==> config.mk <==
export PLATFORM = sky130hd
export DESIGN_NAME = fmpc_ctrl
export DESIGN_NICKNAME = d
export VERILOG_FILES = /design/src/design/fmpc_pkg.sv /design/src/design/fmpc_ctrl.sv
export SDC_FILE = /design/constraint.sdc
export NUM_CORES = 1
export LEC_CHECK = 0
export BUFFER_PORTS_ARGS = -buffer_cell sky130_fd_sc_hd__buf_2
export CAP_MARGIN = 20
export CORE_AREA = 3 3 40 42
export DETAILED_ROUTE_END_ITERATION = 6
export DIE_AREA = 0 0 43 45
export PLACE_DENSITY = 0.31
export SLEW_MARGIN = 20
export SYNTH_ARGS = -nofsm -noshare
export SYNTH_HDL_FRONTEND = slang
export SYNTH_SLANG_ARGS = --single-unit
==> constraint.sdc <==
create_clock -name clock -period 1.3 [get_ports clock]
set_input_delay 0.065 -clock clock [delete_from_list [all_inputs] [get_ports clock]]
set_output_delay 0.065 -clock clock [all_outputs]
set_load 0.005 [all_outputs]
==> src/design/fmpc_pkg.sv <==
// ----------------------------------------------------------------------------
// fmpc_pkg: shared types and constants of the first-match classifier
// Rule layout, field codes, control/status bundles and the port compare.
// ----------------------------------------------------------------------------
package fmpc_pkg;

   // table geometry
   localparam int MAX_RULES = 64;
   localparam int RULE_AW   = 6;   // address bits of the rule table
   localparam int COUNT_W   = 7;   // rule_count register width

   // field codes
   localparam logic       OP_WRITE    = 1'b0;
   localparam logic       OP_CLASSIFY = 1'b1;
   localparam logic [1:0] DIR_ANY     = 2'd2;
   localparam logic [1:0] PROTO_ICMP  = 2'd0;
   localparam logic [1:0] PROTO_UDP   = 2'd2;
   localparam logic [1:0] PROTO_ANY   = 2'd3;
   localparam logic [1:0] ACK_ANY     = 2'd2;
   localparam logic [15:0] PORT_ANY   = 16'd0;
   localparam logic [15:0] PORT_HIGH  = 16'd1023;

   // configuration register indexes
   localparam logic REG_TABLE_ACTIVE = 1'b0;
   localparam logic REG_RULE_COUNT   = 1'b1;

   typedef enum logic [1:0] {
      REASON_MATCH     = 2'd0,
      REASON_NO_MATCH  = 2'd1,
      REASON_INACTIVE  = 2'd2,
      REASON_WRITE_DONE = 2'd3
   } reason_type;

   typedef enum logic [1:0] {
      POST_WRITE,
      POST_INACTIVE,
      POST_NO_MATCH,
      POST_HIT
   } post_kind_type;

   typedef enum logic {
      ST_IDLE,
      ST_SCAN
   } state_type;

   typedef struct packed {
      logic [1:0]  direction;
      logic [31:0] src_ip;
      logic [31:0] src_mask;
      logic [31:0] dst_ip;
      logic [31:0] dst_mask;
      logic [1:0]  protocol;
      logic [15:0] l4_src;
      logic [15:0] l4_dst;
      logic [1:0]  ack;
      logic        action;
   } rule_type;

   typedef struct packed {
      logic [1:0]  direction;
      logic [31:0] src_ip;
      logic [31:0] dst_ip;
      logic [1:0]  protocol;
      logic [15:0] l4_src;
      logic [15:0] l4_dst;
      logic [1:0]  ack;
   } header_type;

   typedef struct packed {
      logic               table_active;
      logic [COUNT_W-1:0] rule_count;
   } cfg_type;

   typedef struct packed {
      logic          write;      // store the rule on the request ports
      logic          load;       // latch the header and restart the scan
      logic          step;       // scan one more rule
      logic          post;       // register a result transaction
      post_kind_type post_kind;
   } ctrl_cmd_type;

   typedef struct packed {
      logic active;
      logic count_zero;
      logic hit;         // registered rule matches the header
      logic rvalid;      // a rule read is waiting for compare
      logic issue_done;  // every rule in use has been read
   } dp_status_type;

   // rule port 0 is any, 1023 is 1023 or any port above it
   function automatic logic port_ok(input logic [15:0] rport,
                                    input logic [15:0] pkt_port);
      port_ok = (rport == PORT_ANY)
             || ((rport == PORT_HIGH) && (pkt_port > PORT_HIGH))
             || (rport == pkt_port);
   endfunction

endpackage

==> src/design/fmpc_ctrl.sv <==
// ----------------------------------------------------------------------------
// fmpc_ctrl: controller of the classifier
// Accepts transactions, sequences the rule scan and posts results.
// ----------------------------------------------------------------------------
module fmpc_ctrl
   import fmpc_pkg::*;
(
   input  logic          clock,
   input  logic          reset,
   input  logic          start,
   input  logic          req_operation,
   input  dp_status_type status,
   output ctrl_cmd_type  cmd,
   output logic          busy
);

   state_type state_ff, state_in;
   logic      accept;

   assign busy   = (state_ff != ST_IDLE);
   assign accept = start && !busy;

   // next state and commands
   always_comb begin
      state_in      = state_ff;
      cmd           = '0;
      cmd.post_kind = POST_WRITE;
      case (state_ff)
         ST_IDLE: begin
            if (accept) begin
               if (req_operation == OP_WRITE) begin
                  cmd.write     = 1'b1;
                  cmd.post      = 1'b1;
                  cmd.post_kind = POST_WRITE;
               end else if (!status.active) begin
                  cmd.post      = 1'b1;
                  cmd.post_kind = POST_INACTIVE;
               end else if (status.count_zero) begin
                  cmd.post      = 1'b1;
                  cmd.post_kind = POST_NO_MATCH;
               end else begin
                  cmd.load = 1'b1;
                  state_in = ST_SCAN;
               end
            end
         end
         ST_SCAN: begin
            cmd.step = 1'b1;
            if (status.hit) begin
               cmd.step      = 1'b0;
               cmd.post      = 1'b1;
               cmd.post_kind = POST_HIT;
               state_in      = ST_IDLE;
            end else if (status.rvalid && status.issue_done) begin
               cmd.post      = 1'b1;
               cmd.post_kind = POST_NO_MATCH;
               state_in      = ST_IDLE;
            end
         end
         default: state_in = ST_IDLE;
      endcase
   end

   always_ff @(posedge clock) begin
      if (reset) begin
         state_ff <= ST_IDLE;
      end else begin
         state_ff <= state_in;
      end
   end

`ifndef SYNTHESIS
   a_hit_ends_scan: assert property (@(posedge clock) disable iff (reset)
      ((state_ff == ST_SCAN) && status.hit) |=> (state_ff == ST_IDLE))
      else $error("scan continued after a rule hit");

   a_scan_entry: assert property (@(posedge clock) disable iff (reset)
      (accept && (req_operation == OP_CLASSIFY) && status.active && !status.count_zero)
      |=> (state_ff == ST_SCAN) && !status.rvalid)
      else $error("classify transaction did not start a clean scan");
`endif

endmodule

==> impl_metrics.py <==
metrics = {
    "detailed_routing": {
        "route.detailed.wl_per_inst_um": 8.96,
        "drc": 0,
        "drtAntennaViolNets": 0,
        "number_of_iterations_in_the_first_detailed_routing_pass": 2,
        "routed_via_density": 3.67,
        "aggregate_routed_wire_length_um": 430,
        "via_count": 176,
        "drt-initial-drc-count": 3,
    },
    "clock_network": {
        "post-cts-setup-buffers": 0,
        "clk_pin_slew_worst_paths_ns": 0,
        "clock_insertion_delay_worst_skew_ns": 0,
        "cts-hold-fix-buffers": 0,
        "postCtsResizedCells": 0,
    },
    "sta": {
        "setup_violations": 0,
        "fmax_mhz": 1080,
        "hold_slack_ns": 0.376,
        "final_period_minus_worst_setup_slack_ns": 0.923,
        "grt_setup_unrepaired": "no",
        "worst-slew-pin-transition_ns": 0.299,
        "setup_slack_ns": 0.377,
        "timing_max_transition_violations_final": 0,
        "worst_clock_skew_on_the_final_layout_ns": 0,
        "min_period_over_period_pct": 71.0,
        "setup_total_negative_slack_ns": 0,
        "worst_slew_margin_rel_pct": 80.1,
        "report.final.hold_viol_count": 0,
    },
    "final_layout": {
        "largest_register_ffs": 1,
        "antennaDiodeCount": 0,
        "instances_no_fill": 48,
        "final_design_area_no_fill_um2": 238,
        "area_growth_syn_to_fin_pct": 65.2,
        "final_nets": 44,
        "share_of_post_route_cells_with_drive_strength_above_1_pct": 51.5,
    },
    "grt": {
        "antenna_violations_before_repair": 0,
        "grt.overflow.total": 0,
        "grt_use_total_pct": 4.32,
        "pin_count_of_the_biggest_net_entering_global_routing": 8,
        "global_route_wire_length_before_repair_um": 690,
        "vias_in_the_first_global_route": 174,
    },
    "pwr": {
        "power_frac_clock_pct": 0,
        "net_switching_power_mw": 0.0238,
        "p_leak_nw": 0.132,
        "p_int_mw": 0.0583,
        "portion_of_total_power_attributed_to_sequential_cells_pct": 40.4,
        "switching_share_pct": 29.0,
        "power_frac_comb_pct": 59.6,
        "power.ir.vdd_worst_v": 0.0000664,
        "power_per_cell_area_nw_per_um2": 345,
    },
    "logic_synthesis": {
        "ys.warnings.count": 0,
        "postSynthRegisterBits": 1,
        "yosysSeqAreaShare_pct": 13.9,
        "syn_area_um2": 144,
        "mappedNetlistNets": 27,
        "count_of_different_cell_masters_after_synthesis": 14,
        "synth_cells": 18,
        "synthesis.area_per_instance_um2": 7.99,
    },
    "setup_path": {
        "crit_family": "flip-flops",
        "worstPathMaxFanout": 7,
        "crit-reg2reg-launch": "busy$_SDFF_PP0_",
        "timing.critical_path.arrival_ns": 0.81,
        "slowest_stage": "dfxtp_1",
        "worstSetupPathType": "reg -> reg",
        "timing.critical_path.cells": "nand4b_4 -> a2bb2o_4",
        "timing.critical_path.to_type": "flip-flop",
        "worst-endpoint-required_ns": 1.19,
        "crit_path_max_incr_delay_ns": 0.41,
        "critical_path_buf_inv_count": 0,
        "startpoint": "busy$_SDFF_PP0_",
        "worst_setup_path_start_kind": "flip-flop",
    },
    "floorplan": {
        "chipHeight_um": 45,
        "die_area_um2": 1940,
        "io_pins": 16,
        "chipWidth_um": 43,
        "placementRows": 13,
        "core_area_um2": 1280,
        "initial_core_util_pct": 11.2,
    },
    "hold_path": {
        "min_from": "status[2]",
        "hp-class": "in -> out",
    },
    "run": {
        "maxCapViolCount": 0,
    },
    "placement": {
        "portBuffers": 15,
        "area_after_dpl_um2": 238,
        "instance_count_after_placement_with_tap_cells_included": 48,
        "pre_cts_ws_ns": 0.375,
        "routabilityCongestion": 0.662,
    },
    "run_status": {
        "run_status": "completed",
    },
}
-- final cells by class --
cell class                      instances  area [um2]
Inverter                                2        7.51
Sequential cell                         1        20.0
Timing Repair Buffer                   15        75.1
Fill cell                             150        1050
Tap cell                               15        18.8
Multi-Input combinational cell         15         116
-- cell usage after synthesis --
cell type  count  area, um2
nor2_1         3       11.3
inv_1          2       7.51
o22ai_1        2       12.5
a21oi_1        1       5.00
a2bb2o_4       1       20.0
and3b_1        1       8.76
dfxtp_1        1       20.0
nand2_1        1       3.75
nand2b_1       1       6.26
nand3b_1       1       7.51
nand4b_4       1       23.8
nor2b_1        1       6.26
o21ai_0        1       5.00
or2_1          1       6.26
-- layout by cell type, fill, tap and decap left out --
cell type and n:
nand2_1 1, nand2b_1 1, nand4b_4 1, nor2b_1 1, inv_1 2, a21oi_1 1, o21ai_0 1, a2bb2o_4 1
or2_1 1, o22ai_1 2, buf_2 15, nor2_1 3, and3b_1 1, nand3b_1 1, dfxtp_1 1
-- path summary, 6_finish.rpt --
kind,to,slack [ns],cells past startpoint
min reg2reg,busy$_SDFF_PP0_,0.76,2
min,cmd[3],0.38,3
max reg2reg,busy$_SDFF_PP0_,0.38,2
max,busy$_SDFF_PP0_,0.38,2
-- power by group through the flow --
stage	combinational, mW	sequential [mW]	clock (mW)
floorplan	0.0208	0.0329	0
global placement	0.0501	0.0332	0
detailed placement	0.0496	0.0332	0
CTS	0.0497	0.0332	0
global route	0.0549	0.0335	0
finish	0.0489	0.0332	0
-- cell families after synthesis --
family	count (synthesis)	synth area share, %
flip-flops	1	13.9
buffers and inverters	2	5.22
AO/OA/AOI/OAI	5	29.6
AND/OR/NAND/NOR	10	51.3
-- routing by layer --
layer	part of all wire, %	global-route usage (%)	vias to the layer above
li1	-	-	94
met1	34	4.07	76
met2	57	9.88	6
met3	9.1	0.797	0
met4	0	0	0
met5	0	0	-
-- worst min-delay path, cell delays in order --
cell and delay, ns:
buf_2 0.10, nor2_1 0.04, buf_2 0.11
-- per-stage QoR --
| step | power [mW] | utilization, % |
|---|---|---|
| final | 0.0820 | 18.5 |
| after global routing | 0.0884 | 18.5 |
| after CTS | 0.0829 | 18.5 |
| after detailed placement | 0.0828 | 18.5 |
| after global placement | 0.0832 | 18.5 |
| after floorplan | 0.0537 | - |
Note: power is estimated with default switching activity, not from simulation.
