**src/design/fmpc_pkg.sv**
```systemverilog
// ----------------------------------------------------------------------------
// fmpc_pkg: shared types and constants of the first-match classifier
// Rule layout, field codes, control/status bundles and the port compare.
// ----------------------------------------------------------------------------
package fmpc_pkg;

   // table geometry
   localparam int MAX_RULES = 64;
   localparam int RULE_AW   = 6;   // address bits of the rule table
   localparam int COUNT_W   = 7;   // rule_count register width

   // field codes
   localparam logic       OP_WRITE    = 1'b0;
   localparam logic       OP_CLASSIFY = 1'b1;
   localparam logic [1:0] DIR_ANY     = 2'd2;
   localparam logic [1:0] PROTO_ICMP  = 2'd0;
   localparam logic [1:0] PROTO_UDP   = 2'd2;
   localparam logic [1:0] PROTO_ANY   = 2'd3;
   localparam logic [1:0] ACK_ANY     = 2'd2;
   localparam logic [15:0] PORT_ANY   = 16'd0;
   localparam logic [15:0] PORT_HIGH  = 16'd1023;

   // configuration register indexes
   localparam logic REG_TABLE_ACTIVE = 1'b0;
   localparam logic REG_RULE_COUNT   = 1'b1;

   typedef enum logic [1:0] {
      REASON_MATCH     = 2'd0,
      REASON_NO_MATCH  = 2'd1,
      REASON_INACTIVE  = 2'd2,
      REASON_WRITE_DONE = 2'd3
   } reason_type;

   typedef enum logic [1:0] {
      POST_WRITE,
      POST_INACTIVE,
      POST_NO_MATCH,
      POST_HIT
   } post_kind_type;

   typedef enum logic {
      ST_IDLE,
      ST_SCAN
   } state_type;

   typedef struct packed {
      logic [1:0]  direction;
      logic [31:0] src_ip;
      logic [31:0] src_mask;
      logic [31:0] dst_ip;
      logic [31:0] dst_mask;
      logic [1:0]  protocol;
      logic [15:0] l4_src;
      logic [15:0] l4_dst;
      logic [1:0]  ack;
      logic        action;
   } rule_type;

   typedef struct packed {
      logic [1:0]  direction;
      logic [31:0] src_ip;
      logic [31:0] dst_ip;
      logic [1:0]  protocol;
      logic [15:0] l4_src;
      logic [15:0] l4_dst;
      logic [1:0]  ack;
   } header_type;

   typedef struct packed {
      logic               table_active;
      logic [COUNT_W-1:0] rule_count;
   } cfg_type;

   typedef struct packed {
      logic          write;      // store the rule on the request ports
      logic          load;       // latch the header and restart the scan
      logic          step;       // scan one more rule
      logic          post;       // register a result transaction
      post_kind_type post_kind;
   } ctrl_cmd_type;

   typedef struct packed {
      logic active;
      logic count_zero;
      logic hit;         // registered rule matches the header
      logic rvalid;      // a rule read is waiting for compare
      logic issue_done;  // every rule in use has been read
   } dp_status_type;

   // rule port 0 is any, 1023 is 1023 or any port above it
   function automatic logic port_ok(input logic [15:0] rport,
                                    input logic [15:0] pkt_port);
      port_ok = (rport == PORT_ANY)
             || ((rport == PORT_HIGH) && (pkt_port > PORT_HIGH))
             || (rport == pkt_port);
   endfunction

endpackage

```
**src/design/fmpc_csr.sv**
```systemverilog
// ----------------------------------------------------------------------------
// fmpc_csr: configuration registers
// APB-style register file holding table_active and rule_count.
// ----------------------------------------------------------------------------
module fmpc_csr
   import fmpc_pkg::*;
(
   input  logic        clock,
   input  logic        reset,
   input  logic        psel,
   input  logic        penable,
   input  logic        pwrite,
   input  logic [2:0]  paddr,
   input  logic [31:0] pwdata,
   output logic [31:0] prdata,
   output logic        pready,
   output cfg_type     cfg
);

   logic               table_active_ff, table_active_in;
   logic [COUNT_W-1:0] rule_count_ff, rule_count_in;
   logic               wr_en;
   logic               reg_sel;

   // decode one register per word
   assign reg_sel = paddr[2];
   assign wr_en   = psel && penable && pwrite;
   assign pready  = 1'b1;

   // update the addressed register
   always_comb begin
      table_active_in = table_active_ff;
      rule_count_in   = rule_count_ff;
      if (wr_en) begin
         case (reg_sel)
            REG_TABLE_ACTIVE: table_active_in = pwdata[0];
            REG_RULE_COUNT:   rule_count_in   = pwdata[COUNT_W-1:0];
            default:          table_active_in = table_active_ff;
         endcase
      end
   end

   always_ff @(posedge clock) begin
      if (reset) begin
         table_active_ff <= 1'b0;
         rule_count_ff   <= '0;
      end else begin
         table_active_ff <= table_active_in;
         rule_count_ff   <= rule_count_in;
      end
   end

   // read back
   always_comb begin
      case (reg_sel)
         REG_TABLE_ACTIVE: prdata = {31'd0, table_active_ff};
         REG_RULE_COUNT:   prdata = {{(32-COUNT_W){1'b0}}, rule_count_ff};
         default:          prdata = '0;
      endcase
   end

   assign cfg.table_active = table_active_ff;
   assign cfg.rule_count   = rule_count_ff;

endmodule

```
**config.mk**
```make
export PLATFORM = sky130hd
export DESIGN_NAME = fmpc_csr
export DESIGN_NICKNAME = d
export VERILOG_FILES = /design/src/design/fmpc_pkg.sv /design/src/design/fmpc_csr.sv
export SDC_FILE = /design/constraint.sdc
export NUM_CORES = 1
export LEC_CHECK = 0
export BUFFER_PORTS_ARGS = -buffer_cell sky130_fd_sc_hd__buf_4
export CORE_AREA = 2 2 49 51
export DETAILED_ROUTE_END_ITERATION = 16
export DIE_AREA = 0 0 51 53
export PLACE_DENSITY = 0.77
export RECOVER_POWER = 100
export SLEW_MARGIN = 15
export SYNTH_ARGS = -nofsm -noshare
export SYNTH_HDL_FRONTEND = slang
export SYNTH_SLANG_ARGS = --single-unit
```
**constraint.sdc**
```tcl
create_clock -name clock -period 0.9 [get_ports clock]
set_input_delay 0.135 -clock clock [delete_from_list [all_inputs] [get_ports clock]]
set_output_delay 0.135 -clock clock [all_outputs]
set_load 0.02 [all_outputs]
```
==> results of run 1 <==
==> what timing repair did <==
item	4_1_cts	5_1_grt
gates cloned	0	0
setup endpoints to repair	11	13
buffers inserted	9	1
gates resized for setup	31	3
==> cell families after synthesis <==
| group | after synthesis |
|---|---|
| other cells | 2 |
| buf+inv | 29 |
| flops | 8 |
| mux | 9 |
| simple gates | 23 |
==> state kept, by name (all words and copies together) (netlist names) <==
name and flops:
rule_count_ff 7, table_active_ff 1
==> cell usage after synthesis, drive strengths merged <==
library cell  instances  share of area, %
buf                  28                34
nand2b               15                15
dfxtp                 8                25
mux2i                 8                13
and2                  6               7.1
conb                  2               1.2
and4                  1               1.4
clkbuf                1              0.59
mux2                  1               1.8
nand4b                1               1.4
==> cells in the final DEF, fill, tap and decap left out, drive strengths merged <==
master	netlist	routed
buf	28	39
conb	2	26
nand2b	15	15
mux2i	8	8
dfxtp	8	8
and2	6	6
clkbuf	1	4
mux2	1	1
and4	1	1
nand4b	1	1
==> worst max-delay path, cell delays in order (launching register included) <==
cell	delay, ns
dfxtp_2	0.32
mux2_4	0.27
buf_6	0.13
==> final timing paths <==
check | depth (start not counted) | endpoint | start | slack, ns
max | 2 | prdata[0] | table_active_ff | -0.21
min | 3 | rule_count_ff[3] | pwdata[3] | 0.14
max reg2reg | 4 | table_active_ff | table_active_ff | 0.11
min reg2reg | 2 | rule_count_ff[3] | rule_count_ff[3] | 0.49
==> per-stage QoR <==
step,setup WS [ns],util (%)
3_5_place_dp,0.0200,36.2
4_1_cts,-0.202,44.2
6_report,-0.206,44.4
3_3_place_gp,0.0353,36.2
5_1_grt,-0.234,44.4
2_1_floorplan,0.0661,-
==> routing by layer <==
layer | global-route usage, % | part of all wire (%) | vias up
met5 | 0 | 0 | -
met4 | 5.41 | 0 | 0
met3 | 3.11 | 12 | 0
met2 | 20.1 | 54 | 39
met1 | 11.0 | 35 | 225
li1 | - | - | 248
==> where the power goes <==
| part | switching [W] | leakage, nW | internal (W) | total, W |
|---|---|---|---|---|
| sequential | 0.00000542 | 0.0686 | 0.000364 | 0.000369 |
| combinational | 0.000157 | 0.397 | 0.000102 | 0.000259 |
| clock | 0.000123 | 0.0138 | 0.000153 | 0.000276 |
==> final cells by class <==
type | count | area, µm²
Fill cell | 213 | 1190
Clock buffer | 3 | 22.5
Sequential cell | 8 | 170
Tap cell | 28 | 35.0
Timing Repair Buffer | 40 | 369
Multi-Input combinational cell | 58 | 357
==> flow_summary.json, run 1 <==
{
  "grtUsageTotal_pct": 10.8,
  "drive_gt1_share_pct": 53.2,
  "final_max_slew_viol_count": 0,
  "rows": 17,
  "grt-ovfl-total": 0,
  "place_area_um2": 778,
  "rsz0062_at_grt": "true",
  "violations": "negative setup slack",
  "final_cells": 137,
  "ioPinCount": 81,
  "dp_cells": 124,
  "crit_fanout": 2,
  "synth.mux.area_fraction_pct": 14.4,
  "avgSynthCellArea_um2": 8.92,
  "yosys.cell_types.count": 11,
  "htreeDepth": 1,
  "drc": 0,
  "min_period_over_period_pct": 123,
  "dp_hpwl_um": 910,
  "fin_skew_ns": 0,
  "leakage_nw": 0.480,
  "clk_latency_ns": 0.25,
  "syn_inst": 71,
  "synth_xor_area_share_pct": 0,
  "crit_path_start_kind": "flip-flop",
  "design_area_um2": 953,
  "finalHoldViolations": 0,
  "endpoint_kind": "output port",
  "ys_warn_count": 0,
  "design.core.area_mm2": 0.00215,
  "antenna_left": 0,
  "cts_tree": "built",
  "wire_per_inst_um": 9.52,
  "synth_top_family_by_area": "buffers and inverters",
  "drtIter0Drc": 1,
  "required_ns": 0.76,
  "ys_seq_elements": 8,
  "netlist_area_um2": 633,
  "cp.arrival_ns": 0.97,
  "start_util_pct": 29.5,
  "period_needed_ns": 1.11,
  "max_freq_mhz": 904,
  "setup_viol": 13,
  "postCtsHoldBufs": 0,
  "clkSlewWorstSetupHoldPaths_ns": 0.06,
  "viasPerCell": 3.74,
  "cts.sinks": 8,
  "grt_max_degree": 16,
  "synth_compound_area_share_pct": 0,
  "die_area_mm2": 0.00270,
  "grt_pass1_vias": 484,
  "clockBufferDepth": 2,
  "synth_fa_ha_area_share_pct": 0,
  "vias": 512,
  "criticalPathCategory": "flip-flop to output port",
  "synth-simple-area-share_pct": 24.7,
  "port-buffer-count": 27,
  "ys_seq_area_share_pct": 25.3,
  "area_delta_synth_final_pct": 50.6,
  "layout_setup_ws_ns": -0.206,
  "status": "finished with violations",
  "whs_ns": 0.141,
  "p_per_area_mw_per_mm2": 948,
  "finalPower_w": 0.000904,
  "cts_made_buffers": 3,
  "maxCapViolCount": 0,
  "clockRootBuffer": "clkbuf_4",
  "worst_hold_path_type": "primary input to flip-flop",
  "n_antenna_cell": 0,
  "firstDrtPassIters": 2,
  "die_width_um": 51,
  "final.setup.tns_ns": -0.884,
  "peakVddDrop_v": 0.000398,
  "die_y_um": 53,
  "grt_antenna_before_repair": 0,
  "gp_congestion": 0.566,
  "routed_wirelength_um": 1300,
  "final_net_count": 151,
  "grt_pass1_wl_um": 2080
}
No activity file was read; power rests on OpenSTA's default activity.
==> inputs of run 2 (changes only) <==
Settings changed: SKIP_CTS_REPAIR_TIMING set to 1, SLEW_MARGIN 15 to unset.
==> flow_summary.json, run 2 (synthesis results as in run 1) <==
{
  "r2r-end": "rule_count_ff[5]",
  "rows": 17,
  "drtIter0Drc": 0,
  "r2r_start": "rule_count_ff[5]",
  "die_y_um": 53,
  "crit_fanout": 3,
  "required_ns": 0.76,
  "die_width_um": 51,
  "path_cells": "mux2_4 -> buf_6",
  "clockRootBuffer": "clkbuf_4",
  "cp.arrival_ns": 0.97,
  "maxCapViolCount": 0,
  "cp_slowest_cell": "dfxtp_2",
  "dp_cells": 124,
  "grtUsageTotal_pct": 9.08,
  "endpoint_kind": "output port",
  "place_ws_ns": 0.0200,
  "vias": 497,
  "grt-ovfl-total": 0,
  "port-buffer-count": 27,
  "design.core.area_mm2": 0.00215,
  "ioPinCount": 81,
  "largest_reg_flops": 7,
  "reg2regPathDepth": 4,
  "finalPower_w": 0.000896,
  "antenna_left": 0,
  "final_cells": 134,
  "dp_hpwl_um": 910,
  "status": "finished with violations",
  "cts.sinks": 8,
  "max_freq_mhz": 905,
  "clockBufferDepth": 2,
  "worst_hold_path_type": "primary input to flip-flop",
  "final_net_count": 148,
  "rsz0062_at_grt": "true",
  "layout_setup_ws_ns": -0.205,
  "htreeDepth": 1,
  "min_period_over_period_pct": 123,
  "criticalPathCategory": "flip-flop to output port",
  "routed_wirelength_um": 1240,
  "drive_gt1_share_pct": 51.9,
  "crit_path_start_kind": "flip-flop",
  "start_util_pct": 29.5,
  "viasPerCell": 3.71,
  "design_area_um2": 916,
  "top_regs": "rule_count_ff (7), table_active_ff (1)",
  "grt_antenna_before_repair": 0,
  "setup_viol": 11,
  "n_antenna_cell": 0,
  "layout_common_cells": "conb_1, buf_4, nand2b_1, buf_6",
  "whs_path_depth": 3,
  "peakVddDrop_v": 0.000452,
  "final.setup.tns_ns": -0.723,
  "clkSlewWorstSetupHoldPaths_ns": 0.06,
  "wire_per_inst_um": 9.24,
  "cts_made_buffers": 3,
  "holdPathEnd": "rule_count_ff[3]",
  "leakage_nw": 0.461,
  "p_per_area_mw_per_mm2": 979,
  "gp_congestion": 0.566,
  "grt_pass1_wl_um": 1770,
  "final_max_slew_viol_count": 0,
  "min-delay-start": "pwdata[3]",
  "place_area_um2": 778,
  "violations": "negative setup slack",
  "area_delta_synth_final_pct": 44.7,
  "critical_path.top_delay_family": "flip-flops",
  "die_area_mm2": 0.00270,
  "period_needed_ns": 1.10,
  "drc": 0,
  "clk_latency_ns": 0.25,
  "worst-r2r-setup-slack_ns": 0.12,
  "top_register": "rule_count_ff",
  "path_buf_inv": 1,
  "fin_skew_ns": 0,
  "firstDrtPassIters": 1,
  "cts_tree": "built",
  "grt_pass1_vias": 407,
  "finalHoldViolations": 0,
  "grt_max_degree": 16,
  "final_common_cell": "conb_1",
  "slowest_delay_ns": 0.32
}
-- run 2: worst max-delay path by stage --
stage               depth (start not counted)                to  slack (ns)        startpoint
finish                                      2         prdata[0]       -0.20   table_active_ff
global route                                2         prdata[0]       -0.24   table_active_ff
global placement                            4         prdata[3]        0.04          paddr[2]
CTS                                         2         prdata[0]       -0.23  rule_count_ff[0]
floorplan                                   1         prdata[0]        0.07  rule_count_ff[0]
detailed placement                          4  rule_count_ff[5]        0.02          paddr[2]
-- run 2: routing by layer --
layer / track usage, % / part of all wire, %
met1: 9.95 / 37
met2: 15.4 / 50
met3: 2.82 / 13
met4: 5.41 / 0
met5: 0 / 0
-- run 2: final cells by class --
cell class              instances  area, µm²
well taps                      28       35.0
repair buffers                 37        332
fillers                       212       1230
clock buffers                   3       22.5
flip-flops and latches          8        170
multi-input cells              58        357
-- run 2: tightest hold or removal path, cell delays in order --
cell	delay [ns]
buf_4	0.11
nand2b_1	0.05
mux2i_1	0.06
-- run 2: power breakdown --
group,total [W],switching [W],internal (W)
combinational,0.000250,0.000154,0.0000963
sequential,0.000369,0.00000583,0.000364
clock,0.000277,0.000124,0.000153
-- run 2: metrics by stage --
stage                     hold WS (ns)  utilization [%]
final                            0.140             42.6
after global routing             0.158             42.6
after CTS                        0.137             37.3
after detailed placement         0.414             36.2
after global placement           0.404             36.2
after floorplan                  0.290                -
